<file path="src/rtl/msrt_pkg.sv">
// shared types, constants and crc function for the modbus sensor read transaction
package msrt_pkg;

   localparam int FRAME_LEN   = 8;
   localparam int RESP_LEN    = 11;
   localparam int FRAME_IDX_W = $clog2(FRAME_LEN);
   localparam int RCNT_W      = $clog2(RESP_LEN);
   localparam int PAYLOAD_LEN = 7;

   localparam logic [7:0]  FUNC_READ_HOLD = 8'h03;
   localparam logic [15:0] START_REG      = 16'h0000;
   localparam logic [15:0] REG_COUNT      = 16'h0003;
   localparam logic [15:0] CRC_INIT       = 16'hFFFF;
   localparam logic [15:0] CRC_POLY       = 16'hA001;

   localparam logic [7:0]  DEV_ADDR_RESET = 8'd1;
   localparam logic [15:0] TIMEOUT_RESET  = 16'd1000;

   localparam int CSR_IDX_W  = 1;
   localparam int CSR_DATA_W = 16;

   typedef enum logic [1:0] {
      CMD_RX_BYTE = 2'd0,
      CMD_TICK    = 2'd1,
      CMD_START   = 2'd2,
      CMD_UNUSED  = 2'd3
   } cmd_type;

   typedef enum logic [1:0] {
      ST_OK      = 2'd0,
      ST_CRC_ERR = 2'd1,
      ST_TIMEOUT = 2'd2,
      ST_RSVD    = 2'd3
   } status_type;

   localparam logic [CSR_IDX_W-1:0] CSR_DEV_ADDR = 1'b0;
   localparam logic [CSR_IDX_W-1:0] CSR_TIMEOUT  = 1'b1;

   // frame byte positions
   localparam logic [FRAME_IDX_W-1:0] FB_ADDR     = 3'd0;
   localparam logic [FRAME_IDX_W-1:0] FB_FUNC     = 3'd1;
   localparam logic [FRAME_IDX_W-1:0] FB_START_HI = 3'd2;
   localparam logic [FRAME_IDX_W-1:0] FB_START_LO = 3'd3;
   localparam logic [FRAME_IDX_W-1:0] FB_COUNT_HI = 3'd4;
   localparam logic [FRAME_IDX_W-1:0] FB_COUNT_LO = 3'd5;
   localparam logic [FRAME_IDX_W-1:0] FB_CRC_LO   = 3'd6;
   localparam logic [FRAME_IDX_W-1:0] FB_CRC_HI   = 3'd7;

   typedef struct packed {
      logic              tx_valid;
      logic [7:0]        tx_byte;
      logic              tx_last;
      logic              done_res;
      logic [1:0]        status;
      logic [15:0]       moisture_tenths;
      logic signed [15:0] temperature_tenths;
      logic [15:0]       conductivity;
   } rsp_type;

   // modbus crc-16, one byte, reflected polynomial
   function automatic logic [15:0] crc_byte(input logic [15:0] crc, input logic [7:0] b);
      logic [15:0] c;
      c = crc ^ {8'h00, b};
      for (int i = 0; i < 8; i++) begin
         if (c[0]) begin
            c = (c >> 1) ^ CRC_POLY;
         end else begin
            c = c >> 1;
         end
      end
      return c;
   endfunction

endpackage

</file>
<file path="src/rtl/msrt_if.sv">
// handshake channel interfaces for request, response and csr write

interface msrt_req_if;
   import msrt_pkg::*;
   logic       valid;
   logic       ready;
   logic [1:0] command;
   logic [7:0] rx_byte;
   modport source (output valid, output command, output rx_byte, input ready);
   modport sink   (input valid, input command, input rx_byte, output ready);
endinterface

interface msrt_rsp_if;
   import msrt_pkg::*;
   logic               valid;
   logic               ready;
   logic               tx_valid;
   logic [7:0]         tx_byte;
   logic               tx_last;
   logic               done_res;
   logic [1:0]         status;
   logic [15:0]        moisture_tenths;
   logic signed [15:0] temperature_tenths;
   logic [15:0]        conductivity;
   modport source (output valid, output tx_valid, output tx_byte, output tx_last,
                   output done_res, output status, output moisture_tenths,
                   output temperature_tenths, output conductivity, input ready);
   modport sink   (input valid, input tx_valid, input tx_byte, input tx_last,
                   input done_res, input status, input moisture_tenths,
                   input temperature_tenths, input conductivity, output ready);
endinterface

interface msrt_csr_if;
   import msrt_pkg::*;
   logic                  valid;
   logic                  ready;
   logic [CSR_IDX_W-1:0]  index;
   logic [CSR_DATA_W-1:0] data;
   modport source (output valid, output index, output data, input ready);
   modport sink   (input valid, input index, input data, output ready);
endinterface

</file>
<file path="src/rtl/modbus_sensor_read_transaction.sv">
// top level of the modbus rtu read holding registers transaction with crc-16
//
// channel  dir  transfer contents
// req_bus  in   command (rx byte / ms tick / start), rx_byte
// rsp_bus  out  tx byte with last flag, or done with status and three sensor words
// csr_bus  in   register index (0 device address, 1 timeout ms), write data
//
// a start launches the frame sequencer, which pushes the request bytes into the output one per cycle
// while the skid entry is empty
// synchronous active high reset clears the transaction state and restores csr defaults
// an output register plus one skid entry let a transfer be taken while a result waits
// req_bus.ready drops while the frame is sent or the skid entry is full
module modbus_sensor_read_transaction (
   input  logic           clock,
   input  logic           reset,
   msrt_req_if.sink       req_bus,
   msrt_rsp_if.source     rsp_bus,
   msrt_csr_if.sink       csr_bus
);
   import msrt_pkg::*;

   // configuration
   logic [7:0]  dev_addr_ff;
   logic [15:0] timeout_ff;

   // transaction state
   logic              busy_ff,  busy_in;
   logic [RCNT_W-1:0] rcnt_ff,  rcnt_in;
   logic [15:0]       crc_ff,   crc_in;
   logic [15:0]       elapsed_ff, elapsed_in;
   logic [7:0]        payload_ff [PAYLOAD_LEN];

   // request frame sequencer
   logic                   frame_active_ff, frame_active_in;
   logic [FRAME_IDX_W-1:0] frame_idx_ff,    frame_idx_in;
   logic [15:0]            tx_crc_ff,       tx_crc_in;

   // output register and skid entry
   logic    out_valid_ff, out_valid_in;
   rsp_type out_ff,       out_in;
   logic    skid_valid_ff, skid_valid_in;
   rsp_type skid_ff,       skid_in;

   logic    req_take;
   logic    out_take;
   logic    item_push;
   rsp_type item_rsp;
   logic    frame_push;
   rsp_type frame_rsp;
   logic    push;
   rsp_type push_rsp;
   cmd_type cmd;
   logic [15:0] tick_elapsed;
   logic [15:0] rx_crc;
   logic [15:0] got_crc;
   logic        got_ok;
   logic [7:0]  frame_byte;

   assign cmd      = cmd_type'(req_bus.command);
   assign req_take = req_bus.valid && req_bus.ready;
   assign out_take = out_valid_ff && rsp_bus.ready;

   assign req_bus.ready = !frame_active_ff && !skid_valid_ff;
   assign csr_bus.ready = 1'b1;

   // csr writes
   always_ff @(posedge clock) begin
      if (reset) begin
         dev_addr_ff <= DEV_ADDR_RESET;
         timeout_ff  <= TIMEOUT_RESET;
      end else if (csr_bus.valid && csr_bus.ready) begin
         unique case (csr_bus.index)
            CSR_DEV_ADDR: dev_addr_ff <= csr_bus.data[7:0];
            CSR_TIMEOUT:  timeout_ff  <= csr_bus.data;
            default: ;
         endcase
      end
   end

   // response bytes and ticks
   assign tick_elapsed = (elapsed_ff == 16'hFFFF) ? elapsed_ff : elapsed_ff + 16'd1;
   assign rx_crc       = crc_byte(crc_ff, req_bus.rx_byte);
   assign got_crc      = {req_bus.rx_byte, payload_ff[PAYLOAD_LEN-1]};
   assign got_ok       = (got_crc == crc_ff);

   always_comb begin
      busy_in    = busy_ff;
      rcnt_in    = rcnt_ff;
      crc_in     = crc_ff;
      elapsed_in = elapsed_ff;
      item_push  = 1'b0;
      item_rsp   = '0;
      if (req_take) begin
         case (cmd)
            CMD_START: begin
               busy_in    = 1'b1;
               rcnt_in    = '0;
               crc_in     = CRC_INIT;
               elapsed_in = '0;
            end
            CMD_TICK: begin
               if (busy_ff) begin
                  elapsed_in = tick_elapsed;
                  if (tick_elapsed >= timeout_ff) begin
                     item_push       = 1'b1;
                     item_rsp.done_res = 1'b1;
                     item_rsp.status = ST_TIMEOUT;
                  end
               end
            end
            CMD_RX_BYTE: begin
               if (busy_ff) begin
                  if (elapsed_ff >= timeout_ff) begin
                     // late byte after the limit is dropped
                     item_push       = 1'b1;
                     item_rsp.done_res = 1'b1;
                     item_rsp.status = ST_TIMEOUT;
                  end else if (rcnt_ff >= RCNT_W'(RESP_LEN - 1)) begin
                     item_push         = 1'b1;
                     item_rsp.done_res = 1'b1;
                     if (got_ok) begin
                        item_rsp.status             = ST_OK;
                        item_rsp.moisture_tenths    = {payload_ff[0], payload_ff[1]};
                        item_rsp.temperature_tenths = {payload_ff[2], payload_ff[3]};
                        item_rsp.conductivity       = {payload_ff[4], payload_ff[5]};
                     end else begin
                        item_rsp.status = ST_CRC_ERR;
                     end
                  end else begin
                     // crc covers header and data bytes only
                     if (rcnt_ff < RCNT_W'(RESP_LEN - 2)) begin
                        crc_in = rx_crc;
                     end
                     rcnt_in = rcnt_ff + RCNT_W'(1);
                  end
               end
            end
            default: ;
         endcase
         if (item_push) begin
            busy_in    = 1'b0;
            rcnt_in    = '0;
            crc_in     = CRC_INIT;
            elapsed_in = '0;
         end
      end
   end

   always_ff @(posedge clock) begin
      if (reset) begin
         busy_ff    <= 1'b0;
         rcnt_ff    <= '0;
         crc_ff     <= CRC_INIT;
         elapsed_ff <= '0;
      end else begin
         busy_ff    <= busy_in;
         rcnt_ff    <= rcnt_in;
         crc_ff     <= crc_in;
         elapsed_ff <= elapsed_in;
      end
   end

   // payload capture, response bytes 3 through 9
   always_ff @(posedge clock) begin
      if (req_take && cmd == CMD_RX_BYTE && busy_ff && elapsed_ff < timeout_ff) begin
         for (int i = 0; i < PAYLOAD_LEN; i++) begin
            if (rcnt_ff == RCNT_W'(i + 3)) begin
               payload_ff[i] <= req_bus.rx_byte;
            end
         end
      end
   end

   // request frame, one byte per cycle while the skid entry is empty, crc folded as bytes go out
   always_comb begin
      case (frame_idx_ff)
         FB_ADDR:     frame_byte = dev_addr_ff;
         FB_FUNC:     frame_byte = FUNC_READ_HOLD;
         FB_START_HI: frame_byte = START_REG[15:8];
         FB_START_LO: frame_byte = START_REG[7:0];
         FB_COUNT_HI: frame_byte = REG_COUNT[15:8];
         FB_COUNT_LO: frame_byte = REG_COUNT[7:0];
         FB_CRC_LO:   frame_byte = tx_crc_ff[7:0];
         default:     frame_byte = tx_crc_ff[15:8];
      endcase
   end

   assign frame_push = frame_active_ff && !skid_valid_ff;

   always_comb begin
      frame_rsp          = '0;
      frame_rsp.tx_valid = 1'b1;
      frame_rsp.tx_byte  = frame_byte;
      frame_rsp.tx_last  = (frame_idx_ff == FB_CRC_HI);
   end

   always_comb begin
      frame_active_in = frame_active_ff;
      frame_idx_in    = frame_idx_ff;
      tx_crc_in       = tx_crc_ff;
      if (req_take && cmd == CMD_START) begin
         frame_active_in = 1'b1;
         frame_idx_in    = '0;
         tx_crc_in       = CRC_INIT;
      end else if (frame_push) begin
         if (frame_idx_ff < FB_CRC_LO) begin
            tx_crc_in = crc_byte(tx_crc_ff, frame_byte);
         end
         if (frame_idx_ff == FB_CRC_HI) begin
            frame_active_in = 1'b0;
         end
         frame_idx_in = frame_idx_ff + FRAME_IDX_W'(1);
      end
   end

   always_ff @(posedge clock) begin
      if (reset) begin
         frame_active_ff <= 1'b0;
         frame_idx_ff    <= '0;
      end else begin
         frame_active_ff <= frame_active_in;
         frame_idx_ff    <= frame_idx_in;
      end
   end

   always_ff @(posedge clock) begin
      tx_crc_ff <= tx_crc_in;
   end

   // the frame and the item path never push in the same cycle
   assign push     = item_push || frame_push;
   assign push_rsp = frame_push ? frame_rsp : item_rsp;

   // output register with one skid entry
   always_comb begin
      out_valid_in  = out_valid_ff;
      out_in        = out_ff;
      skid_valid_in = skid_valid_ff;
      skid_in       = skid_ff;
      if (skid_valid_ff) begin
         if (out_take) begin
            out_in        = skid_ff;
            skid_valid_in = 1'b0;
         end
      end else if (push) begin
         if (!out_valid_ff || out_take) begin
            out_in       = push_rsp;
            out_valid_in = 1'b1;
         end else begin
            skid_in       = push_rsp;
            skid_valid_in = 1'b1;
         end
      end else if (out_take) begin
         out_valid_in = 1'b0;
      end
   end

   always_ff @(posedge clock) begin
      if (reset) begin
         out_valid_ff  <= 1'b0;
         skid_valid_ff <= 1'b0;
      end else begin
         out_valid_ff  <= out_valid_in;
         skid_valid_ff <= skid_valid_in;
      end
   end

   always_ff @(posedge clock) begin
      out_ff  <= out_in;
      skid_ff <= skid_in;
   end

   assign rsp_bus.valid              = out_valid_ff;
   assign rsp_bus.tx_valid           = out_ff.tx_valid;
   assign rsp_bus.tx_byte            = out_ff.tx_byte;
   assign rsp_bus.tx_last            = out_ff.tx_last;
   assign rsp_bus.done_res           = out_ff.done_res;
   assign rsp_bus.status             = out_ff.status;
   assign rsp_bus.moisture_tenths    = out_ff.moisture_tenths;
   assign rsp_bus.temperature_tenths = out_ff.temperature_tenths;
   assign rsp_bus.conductivity       = out_ff.conductivity;

`ifndef NO_ASSERTIONS
   // skid entry only fills behind a held output
   a_skid_behind_out: assert property (@(posedge clock) disable iff (reset)
      skid_valid_ff |-> out_valid_ff)
      else $error("skid entry valid without output valid");

   // a start launches the frame from its first byte
   a_start_launch: assert property (@(posedge clock) disable iff (reset)
      (req_take && cmd == CMD_START) |=> (frame_active_ff && frame_idx_ff == FB_ADDR))
      else $error("start did not launch request frame");

   // response byte count never passes the final crc byte
   a_rcnt_range: assert property (@(posedge clock) disable iff (reset)
      rcnt_ff <= RCNT_W'(RESP_LEN - 1))
      else $error("response byte count out of range");

   // a done result clears the transaction
   a_done_clears: assert property (@(posedge clock) disable iff (reset)
      item_push |=> (!busy_ff && rcnt_ff == '0 && elapsed_ff == '0))
      else $error("transaction state not cleared after done");
`endif

endmodule

</file>
<file path="src/flat_wrapper.sv">
// flat-port wrapper written by rule: the top's interface ports become plain ports
module modbus_sensor_read_transaction_flat import msrt_pkg::*;
  (clock, reset, req_bus_valid, req_bus_command, req_bus_rx_byte, req_bus_ready, rsp_bus_valid, rsp_bus_tx_valid, rsp_bus_tx_byte, rsp_bus_tx_last, rsp_bus_done_res, rsp_bus_status, rsp_bus_moisture_tenths, rsp_bus_temperature_tenths, rsp_bus_conductivity, rsp_bus_ready, csr_bus_valid, csr_bus_index, csr_bus_data, csr_bus_ready);
  msrt_req_if req_bus_i ();
  msrt_rsp_if rsp_bus_i ();
  msrt_csr_if csr_bus_i ();
  input  logic clock;
  input  logic reset;
  input wire logic [$bits(req_bus_i.valid)-1:0] req_bus_valid;
  input wire logic [$bits(req_bus_i.command)-1:0] req_bus_command;
  input wire logic [$bits(req_bus_i.rx_byte)-1:0] req_bus_rx_byte;
  output wire logic [$bits(req_bus_i.ready)-1:0] req_bus_ready;
  output wire logic [$bits(rsp_bus_i.valid)-1:0] rsp_bus_valid;
  output wire logic [$bits(rsp_bus_i.tx_valid)-1:0] rsp_bus_tx_valid;
  output wire logic [$bits(rsp_bus_i.tx_byte)-1:0] rsp_bus_tx_byte;
  output wire logic [$bits(rsp_bus_i.tx_last)-1:0] rsp_bus_tx_last;
  output wire logic [$bits(rsp_bus_i.done_res)-1:0] rsp_bus_done_res;
  output wire logic [$bits(rsp_bus_i.status)-1:0] rsp_bus_status;
  output wire logic [$bits(rsp_bus_i.moisture_tenths)-1:0] rsp_bus_moisture_tenths;
  output wire logic [$bits(rsp_bus_i.temperature_tenths)-1:0] rsp_bus_temperature_tenths;
  output wire logic [$bits(rsp_bus_i.conductivity)-1:0] rsp_bus_conductivity;
  input wire logic [$bits(rsp_bus_i.ready)-1:0] rsp_bus_ready;
  input wire logic [$bits(csr_bus_i.valid)-1:0] csr_bus_valid;
  input wire logic [$bits(csr_bus_i.index)-1:0] csr_bus_index;
  input wire logic [$bits(csr_bus_i.data)-1:0] csr_bus_data;
  output wire logic [$bits(csr_bus_i.ready)-1:0] csr_bus_ready;
  assign req_bus_i.valid = req_bus_valid;
  assign req_bus_i.command = req_bus_command;
  assign req_bus_i.rx_byte = req_bus_rx_byte;
  assign req_bus_ready = req_bus_i.ready;
  assign rsp_bus_valid = rsp_bus_i.valid;
  assign rsp_bus_tx_valid = rsp_bus_i.tx_valid;
  assign rsp_bus_tx_byte = rsp_bus_i.tx_byte;
  assign rsp_bus_tx_last = rsp_bus_i.tx_last;
  assign rsp_bus_done_res = rsp_bus_i.done_res;
  assign rsp_bus_status = rsp_bus_i.status;
  assign rsp_bus_moisture_tenths = rsp_bus_i.moisture_tenths;
  assign rsp_bus_temperature_tenths = rsp_bus_i.temperature_tenths;
  assign rsp_bus_conductivity = rsp_bus_i.conductivity;
  assign rsp_bus_i.ready = rsp_bus_ready;
  assign csr_bus_i.valid = csr_bus_valid;
  assign csr_bus_i.index = csr_bus_index;
  assign csr_bus_i.data = csr_bus_data;
  assign csr_bus_ready = csr_bus_i.ready;
  modbus_sensor_read_transaction u_core (.clock(clock), .reset(reset), .req_bus(req_bus_i), .rsp_bus(rsp_bus_i), .csr_bus(csr_bus_i));
endmodule
</file>
<file path="config.mk">
export PLATFORM = sky130hd
export DESIGN_NAME = modbus_sensor_read_transaction_flat
export DESIGN_NICKNAME = d
export VERILOG_FILES = /design/src/rtl/msrt_pkg.sv /design/src/rtl/msrt_if.sv /design/src/rtl/modbus_sensor_read_transaction.sv /design/src/flat_wrapper.sv
export SDC_FILE = /design/constraint.sdc
export NUM_CORES = 1
export LEC_CHECK = 0
export BUFFER_PORTS_ARGS = -buffer_cell sky130_fd_sc_hd__buf_2
export CORE_MARGIN = 8
export CORE_UTILIZATION = 55
export CTS_CLUSTER_DIAMETER = 50
export DETAILED_ROUTE_END_ITERATION = 16
export PLACE_DENSITY_LB_ADDON = 0.08
export SLEW_MARGIN = 20
export SYNTH_ARGS = -nofsm -noshare
export SYNTH_HDL_FRONTEND = slang
export SYNTH_SLANG_ARGS = --single-unit
</file>
<file path="constraint.sdc">
create_clock -name clock -period 9.8 [get_ports clock]
set_clock_uncertainty 0.1 [all_clocks]
set_input_delay 0.98 -clock clock [delete_from_list [all_inputs] [get_ports clock]]
set_output_delay 0.98 -clock clock [all_outputs]
set_load 0.02 [all_outputs]
</file>
# After elaboration in Yosys (flattened, before gate mapping)
# Memory sizes are Yosys's and may differ from the RTL's.
# Cells that the tools add are included.
# Widths: inputs -> output; s select.
[classes]
addsub = 3
reduce_logical = 43
multipliers = 0
n_eq_ne = 25
div = 0
muxes = 128
bitwise_logic = 21
n_shift = 0
order_cmp = 6
[op_table]
columns = ["operator", "n"]
rows = [
  ["$mux 16", 45],
  ["$mux 61", 5],
  ["$mux 51", 3],
  ["$mux 48", 3],
  ["$pmux 16 s2", 2],
  ["$mux 8", 6],
  ["$not 2->3", 16],
  ["$reduce_or 8->1", 6],
  ["$mux 1", 47],
  ["$ge 16x16->1", 2],
  ["$pmux 8 s4", 1],
  ["$xor 16x8->16", 2],
  ["$mux 3", 9],
  ["$add 16x1->16 const B", 1],
  ["$eq 16x16->1", 1],
  ["$eq 16x16->1 const B", 1],
  ["$eq 4x3->1 const B", 4],
  ["$lt 16x16->1", 1],
  ["$mux 4", 4],
  ["$eq 3x3->1 const B", 4],
  ["$reduce_and 3->1", 4],
  ["$reduce_bool 2->1", 6],
  ["$reduce_and 2->1", 5],
  ["$ne 3x1->1 const B", 3],
  ["27 further kinds", 45],
]
[word_totals]
ff_bits = 205
ram_bits = 56
out_inout_bits = 64
n_memories = 1
rom_bits = 0
elab_cells = 254
input_bits = 32
latchBits = 0
[memory_table]
columns = ["memory", "depth", "word_bits", "read_ports", "rd_clocked_by_memory_dff", "wr", "line_no", "text"]
rows = [
  ["u_core.payload_ff", 7, 8, 7, 0, 1, "modbus_sensor_read_transaction.sv:31", "logic [7:0] payload_ff [PAYLOAD_LEN];"],
]

# Depth between registers and ports, before layout
# Gate-level depths: netlist of the first run.
[depth]
word_depth = 41
ltp_mapped = 18
depth_no_buf = 16

# Least setup slack after synthesis of the first run
# No wires, ideal clock.
[synth_timing]
kind = "register to register"
start = "reg u_core.elapsed_ff[4]"
end = "reg u_core.skid_ff[0] (netlist name) (enable)"
path_stages_with_launch = 17
arrival_time_ns = 7.773
slack_ns = 1.358
synth_period_minus_slack_ns = 8.442
setup_time_ns = 0.569
n_path_buf = 0
t_required_ns = 9.131
path_cell_list = "dfxtp_1 -> and4_1 -> nand4_1 -> or2_2 -> nor3_1 -> nor2_1 -> nand3_1 -> xnor2_1 -> ha_1 -> a21oi_1 -> nor2b_1 -> o21ai_0 -> and3_1 -> a211o_1 -> and2_1 -> o31a_1 -> nor3b_1"
[synth_via]
elab_chain_cells = 10
word_cells_on_any_way = 14
cone_classes = "1 x add/sub; 2 x order compare; 1 x eq/ne; 8 x mux; 2 x reduce/logical"
[synth_lines]
columns = ["item", "line_no", "text"]
rows = [
  ["from (decl)", "modbus_sensor_read_transaction.sv:30", "logic [15:0] elapsed_ff, elapsed_in;"],
  ["from (signal assigned)", "modbus_sensor_read_transaction.sv:159", "elapsed_ff <= elapsed_in;"],
  ["$add 16x1->16 or $eq 16x16->1 (tied branches)", "modbus_sensor_read_transaction.sv:81", "assign tick_elapsed = (elapsed_ff == 16'hFFFF) ? elapsed_ff : elapsed_ff + 16'd1;"],
  ["$mux 16", "modbus_sensor_read_transaction.sv:81", ""],
  ["$ge 16x16->1", "modbus_sensor_read_transaction.sv:104", "if (tick_elapsed >= timeout_ff) begin"],
  ["$mux 1", "modbus_sensor_read_transaction.sv:104", ""],
  ["$mux 1", "modbus_sensor_read_transaction.sv:102", "if (busy_ff) begin"],
  ["$pmux 1 s2 *", "modbus_sensor_read_transaction.sv:94", "case (cmd)"],
  ["$mux 1 * (2 in a row)", "modbus_sensor_read_transaction.sv:93", "if (req_take) begin"],
  ["$logic_or 1x1->1 *", "modbus_sensor_read_transaction.sv:231", "assign push = item_push || frame_push;"],
  ["$reduce_and 3->1 (no line) *", "-", ""],
  ["to (signal assigned)", "modbus_sensor_read_transaction.sv:270", "skid_ff <= skid_in;"],
  ["to (decl)", "modbus_sensor_read_transaction.sv:42", "rsp_type skid_ff, skid_in;"],
]
# Every way passes the cells marked *; elsewhere a longest branch is shown, timed or not. The select of a mux whose other input is x is not followed.
# A chain may end at the register's enable or synchronous reset.

# Worst setup path after layout of the first run
[layout_timing]
start = "reg u_core.elapsed_ff[5]"
end = "reg u_core.skid_ff[29] (netlist name) (enable)"
# Same word-level chain as after synthesis.

==> results.cfg, run 1 <==
[status]
outcome = finished, final reports clean

[route]
wl_met2_um = 11800
via_per_inst = 5.68
vias = 7938
drtIter0Drc = 506
wl_met1_um = 11300
drc = 0
wl_um = 25100
antenna_left = 0
first_pass_iters = 5
top_layer = met5
wl_per_cell_um = 17.9
routed-wl-met3_um = 1540

[floorplanning]
die_h_um = 163
die_width_um = 163
dieArea_um2 = 26600
num_rows = 54
core_area_um2 = 21600
start_util_pct = 55.3
ios = 96

[placement]
postPlaceCellArea_um2 = 12600
dp_slack_ns = 4.50
dpl.hpwl_um = 16500
port_buffers = 94
place_congestion = 0.847

[yosys]
yosys_warnings = 0
syn-instance-count = 1014
synth_top_area_share_pct = 44.9
syn_nets = 1092
ys_ff_latch = 261
synth_top_cell_by_area = edfxtp_1
synth_enable_flop_cells = 178
synthArstFlopShare_pct = 0
synth.area.top_cells = edfxtp_1, dfxtp_1, ha_1
ys.flop_type = edfxtp_1
ys_types = 73
ys_seq_area_share_pct = 58.8
netlist_area_um2 = 11900
syn_avg_cell_area_um2 = 11.7

[worst_setup_path]
cp.arrival_ns = 5.42
cp.required_ns = 9.86
critical_path_class = flop to flop
crit_path_start_kind = flop
worstSetupEndpointType = flop
worst-path-max-fanout = 61

[global_routing]
grt_pass1_vias = 7825
antenna_found_initial = 3
grt_usage_pct = 18.6
grt_max_degree = 97
grt_overflow = 0
grt_first_pass_wirelength_um = 40400

[cts]
clk_latency_ns = 0.53
cts_htree_levels = 1
numCtsBuffers = 29
hold_buffers = 0
cts_buffer_depth = 3
cts-root-buf = clkbuf_16
cts_tree = built
cts_setup_buffers = 0
cts_sinks = 261
cts_resized = 0
cts.clk_slew.worst_paths_ns = 0.06

[cells_and_area]
drive_gt1_share_pct = 15.0
final_area_um2 = 13600
fin_util_pct = 62.9
syn2layout_area_growth_pct = 13.8
n_fill_cell = 1750
nets = 1172

[timing]
fin_tns_setup_ns = 0
slew_viol_final = 0
hold_viol = 0
setup_slack_ns = 4.44
relSlewSlack_pct = 29.9
tightest_slew_ns = 1.05
clock.fmax_ghz = 0.186
rsz0062_at_grt = false
fin_crit_sh_pct = 54.7
period_needed_ns = 5.36
setup-violations-final = 0

[power_and_ir_drop]
power.total_mw = 2.62
p_leak_nw = 5.07
ir_worst_vdd_uv = 153
power_density_nw_per_um2 = 193

[flow_run]
cap_violations = 0

[hold_path]
hp-class = flop to flop
==> report_power, final <==
part | internal (mW) | switching [mW]
clock network | 0.627 | 0.433
logic | 0.151 | 0.158
registers | 1.21 | 0.0363
==> final cells by class <==
cell class	instances	area (um^2)	share of cell area (%)
well taps	280	350	2.58
diodes	1	2.50	0.0185
clock buffers	38	790	5.82
repair buffers	104	546	4.02
inverters	42	158	1.16
multi-input cells	656	4540	33.5
clock inverters	16	163	1.20
flip-flops and latches	261	7010	51.7
==> kinds of logic (layout without fill, tap and decap cells) <==
group                    Yosys count  in the layout  share of synthesized area, %
AND/OR/NAND/NOR                  305            305                          13.3
flip-flops                       261            261                          58.8
AO/OA/AOI/OAI                    231            231                          13.6
buffers and inverters             97            200                          3.32
XOR/XNOR                          65             65                          5.21
adder cells (fa/ha/maj)           46             46                          4.83
multiplexers                       8              8                         0.830
other                              1              2                        0.0315
==> placed cells by master (no fill, tap or decap), drive strengths merged, types with 7 or more instances in the layout <==
| cell | n |
|---|---|
| o211ai | 15 |
| o21ai | 15 |
| nand3b | 7 |
| nor4b | 7 |
| nor2 | 23 |
| and3 | 8 |
| nand3 | 32 |
| or3 | 11 |
| o21bai | 17 |
| dfxtp | 83 |
| buf | 104 |
| a21oi | 77 |
| ha | 46 |
| xor2 | 15 |
| nand4 | 13 |
| a21o | 15 |
| edfxtp | 178 |
| nor3 | 10 |
| and2 | 55 |
| inv | 47 |
| nand2 | 105 |
| a22o | 49 |
| xnor2 | 47 |
| nor4 | 16 |
| clkbuf | 38 |
==> sequential cells by signal, indices dropped and copies added (netlist names), 2 cells and up <==
name,cells
u_core.payload_ff,56
u_core.rsp_bus.conductivity,16
u_core.rcnt_ff,4
u_core.skid_ff,61
u_core.frame_idx_ff,3
u_core.crc_ff,16
u_core.dev_addr_ff,8
u_core.tx_crc_ff,16
u_core.rsp_bus.moisture_tenths,16
u_core.rsp_bus.tx_byte,8
u_core.rsp_bus.temperature_tenths,16
u_core.rsp_bus.status,2
u_core.timeout_ff,16
u_core.elapsed_ff,16
==> worst max-delay path, cell delays in order, from the launching register on <==
cell and delay (ns):
dfxtp_1 0.44, and4_1 0.27, nand4_1 0.17, or2_2 0.34, nor3_1 0.66, nor2_1 0.23, nand3_1 0.20, xnor2_1 0.09
ha_1 0.30, nand4_1 0.11, a31oi_1 0.19, o21ai_1 0.12, a211o_1 0.35, and2_1 0.20, o31a_1 0.34, nor3b_2 0.17
buf_4 0.67
==> cell usage after synthesis (3+ instances only) <==
library cell and count:
inv_1 41, a21o_1 15, or3_1 11, o21bai_1 17
ha_1 46, buf_2 4, nor2b_1 6, nand4_1 13
nand2_1 104, and2_1 54, mux2i_1 5, a221o_1 4
nor3_1 10, a22o_1 49, clkbuf_1 46, a221oi_1 3
o21a_1 5, a211oi_1 3, xnor2_1 47, a21oi_1 77
o211ai_1 15, o21ai_1 6, edfxtp_1 178, nand3_1 32
dfxtp_1 83, xor2_1 14, o21ai_0 8, nand2b_1 4
nor2_1 23, o32ai_1 5, buf_6 3, nor4_1 16
o31a_1 3, nor4b_1 6, nand3b_1 7, and3_1 8
==> per-stage QoR <==
step / instances / hold WS, ns
global placement: 1343 / 0.344
CTS: 1397 / 0.355
detailed placement: 1343 / 0.347
floorplan: 1014 / 0.332
finish: 1398 / 0.357
global route: 1397 / 0.376
==> per-layer routing <==
metal	vias to the layer above	global-route usage, %
li1	3890	-
met1	3802	24.1
met2	202	31.0
met3	40	3.78
met4	4	5.25
met5	-	0
==> final timing paths <==
path         cells after the start               endpoint             startpoint  slack [ns]
max                             16     u_core.skid_ff[29]   u_core.elapsed_ff[5]        4.44
min                              2  u_core.dev_addr_ff[1]  u_core.dev_addr_ff[1]        0.36
max reg2reg                     16     u_core.skid_ff[29]   u_core.elapsed_ff[5]        4.44
min reg2reg                      2  u_core.dev_addr_ff[1]  u_core.dev_addr_ff[1]        0.36
Note: power is estimated with default switching activity, not from simulation.
==> run 2: changes to the inputs <==
ABC_AREA = 1   (was default)
clock period = 4.8 ns   (was 9.8 ns; I/O delays follow)
==> run 2 against run 1 <==
Total power grew 110%. Combinational power grew to 2.7 times the previous value. Synthesized area grew 6.0%. Worst setup slack lost 3.9 ns. Core utilization grew 0.34 points. Register-to-register slack lost 3.9 ns. Final area grew 5.3%. Clock-buffer cell count shrank 5. Die area grew 5.4%. Clock power grew 100%. Non-clock buffer count grew 2. Critical path type unchanged. Critical endpoint is now u_core.rsp_bus.conductivity[9]. Highest routed layer unchanged.
==> results.cfg, run 2 <==
[status]
outcome = finished, final reports clean

[power_and_ir_drop]
pwr-share-clk_pct = 38.9
power_switching_mw = 1.55
netSwitchingFraction_pct = 27.7
p_leak_nw = 5.83
pwr-share-seq_pct = 46.1
internal-power_mw = 4.04
p_comb_share_pct = 15.0
ir_worst_vdd_uv = 284
power_density_nw_per_um2 = 392

[yosys]
synth_most_common_cell = nor2_1
ys_ff_latch = 261
netlist_area_um2 = 12600
synthArstFlopShare_pct = 0
synthTopCellsByCount = nor2_1, nand2_1, edfxtp_1
ys.flop_type = edfxtp_1
syn_avg_cell_area_um2 = 9.11
syn_nets = 1464
synth_enable_flop_cells = 178
synth_top_area_share_pct = 42.3
syn-instance-count = 1386
synth_top_cell_by_area = edfxtp_1
ys_seq_area_share_pct = 55.5
synth.area.top_cells = edfxtp_1, dfxtp_1, nor2_1
yosys_warnings = 0
ys_types = 42

[hold_path]
min_to = u_core.timeout_ff[9]
min_from = csr_bus_data[9]
hp-class = input pin to flop
whs_path_depth = 3

[timing]
clock.fmax_ghz = 0.234
fin_hold_ws_ns = 0.0406
fin_crit_sh_pct = 88.9
rsz0062_at_grt = false
fin_tns_setup_ns = 0
setup-violations-final = 0
slew_viol_final = 0
period_needed_ns = 4.27
relSlewSlack_pct = 28.2
setup_slack_ns = 0.530
tightest_slew_ns = 1.07
hold_viol = 0

[global_routing]
grt_usage_pct = 19.5
grt_first_pass_wirelength_um = 45600
antenna_found_initial = 1
grt_pass1_vias = 9218
grt_max_degree = 63
grt_overflow = 0

[route]
vias = 9394
drc = 0
wl_per_cell_um = 15.4
drtIter0Drc = 620
wl_um = 27400
antenna_left = 0
via_per_inst = 5.29
first_pass_iters = 5

[worst_setup_path]
worst-path-max-fanout = 61
cp.required_ns = 4.98
cp.arrival_ns = 4.45
r2r_end = u_core.rsp_bus.conductivity[9]
critical_path_class = flop to flop
crit_path_start_kind = flop
worstSetupEndpointType = flop
r2r_setup_slack_ns = 0.53
reg2regPathDepth = 22
regToRegStartpoint = u_core.elapsed_ff[0]

[floorplanning]
start_util_pct = 56.0
ios = 96
dieArea_um2 = 28100
die_h_um = 168
num_rows = 55
core_area_um2 = 22600
die_width_um = 168

[cells_and_area]
final_cell_mix = nor2_1, nand2_1, edfxtp_1
drive_gt1_share_pct = 13.8
final_area_um2 = 14300
syn2layout_area_growth_pct = 13.0
top_register = u_core.skid_ff
largest_registers = u_core.skid_ff x61, u_core.payload_ff x56
final_common_cell = nor2_1
final_cells = 1775
nets = 1546
largest_reg_flops = 61
antenna_cells = 0

[placement]
postPlaceCellArea_um2 = 13300
dpl.hpwl_um = 18700
place_congestion = 0.864
port_buffers = 94
dp.cells = 1721
dp_slack_ns = 0.575

[cts]
cts_htree_levels = 1
cts-root-buf = clkbuf_16
hold_buffers = 0
cts_buffer_depth = 3
cts_sinks = 261
cts_setup_buffers = 0
cts_resized = 0
cts_tree = built
numCtsBuffers = 30
clk_latency_ns = 0.57
cts.clk_slew.worst_paths_ns = 0.06

[flow_run]
cap_violations = 0
[run 2: area by class of cell]
type                    instances  area [um^2]
clock buffers                  33          762
clock inverters                21          193
fillers                      1964         8290
inverters                     113          424
multi-input cells             956         4950
flip-flops and latches        261         7010
well taps                     285          357
repair buffers                106          586
[run 2: per-layer routing]
layer	GRT usage, %	share of wire [%]	up-vias
li1	-	-	4802
met1	24.4	46	4331
met2	34.0	47	214
met3	3.57	4.8	45
met4	5.32	2.2	2
met5	0	0.062	-
[run 2: stage by stage]
| stage | power (mW) | util [%] |
|---|---|---|
| 2_1_floorplan | 3.25 | - |
| 3_3_place_gp | 3.44 | 59.0 |
| 3_5_place_dp | 3.46 | 59.0 |
| 4_1_cts | 5.64 | 63.2 |
| 5_1_grt | 5.85 | 63.3 |
| 6_report | 5.59 | 63.3 |
[run 2: power groups by stage]
stage	clock, mW	sequential [mW]	combinational [mW]
global placement	0	2.62	0.821
floorplan	0	2.63	0.622
finish	2.17	2.58	0.839
CTS	2.22	2.58	0.842
detailed placement	0	2.62	0.837
global route	2.31	2.59	0.959
[run 2: worst max-delay path by stage]
stage                                      endpoint            startpoint
finish               u_core.rsp_bus.conductivity[9]  u_core.elapsed_ff[0]
global route                   u_core.elapsed_ff[1]  u_core.elapsed_ff[1]
CTS                       u_core.rsp_bus.tx_byte[0]  u_core.elapsed_ff[0]
detailed placement  u_core.rsp_bus.conductivity[10]  u_core.elapsed_ff[0]
global placement    u_core.rsp_bus.conductivity[10]  u_core.elapsed_ff[0]
floorplan                         u_core.skid_ff[0]  u_core.elapsed_ff[0]
[run 2: worst max-delay path: stages (launching register included)]
cell	delay, ns
dfxtp_1	0.38
ha_1	0.20
inv_1	0.08
nor3_2	0.18
nand3_1	0.18
nor2_2	0.23
inv_1	0.17
nand3_1	0.12
xor2_1	0.20
ha_1	0.28
a21oi_1	0.14
nor2_1	0.06
a211oi_1	0.19
nand2_1	0.08
nand2_1	0.06
nand3_1	0.12
nand2_2	0.27
nand2_2	0.14
nand2_2	0.17
o21bai_1	0.11
a21oi_1	0.23
nor2_4	0.06
buf_12	0.19
[run 2: logic make-up after synthesis]
group / synth area share, %
AND/OR/NAND/NOR: 25.3
flip-flops: 55.5
buffers and inverters: 5.51
AO/OA/AOI/OAI: 6.00
adder cells (fa/ha/maj): 4.56
XOR/XNOR: 3.12
other: 0.0297
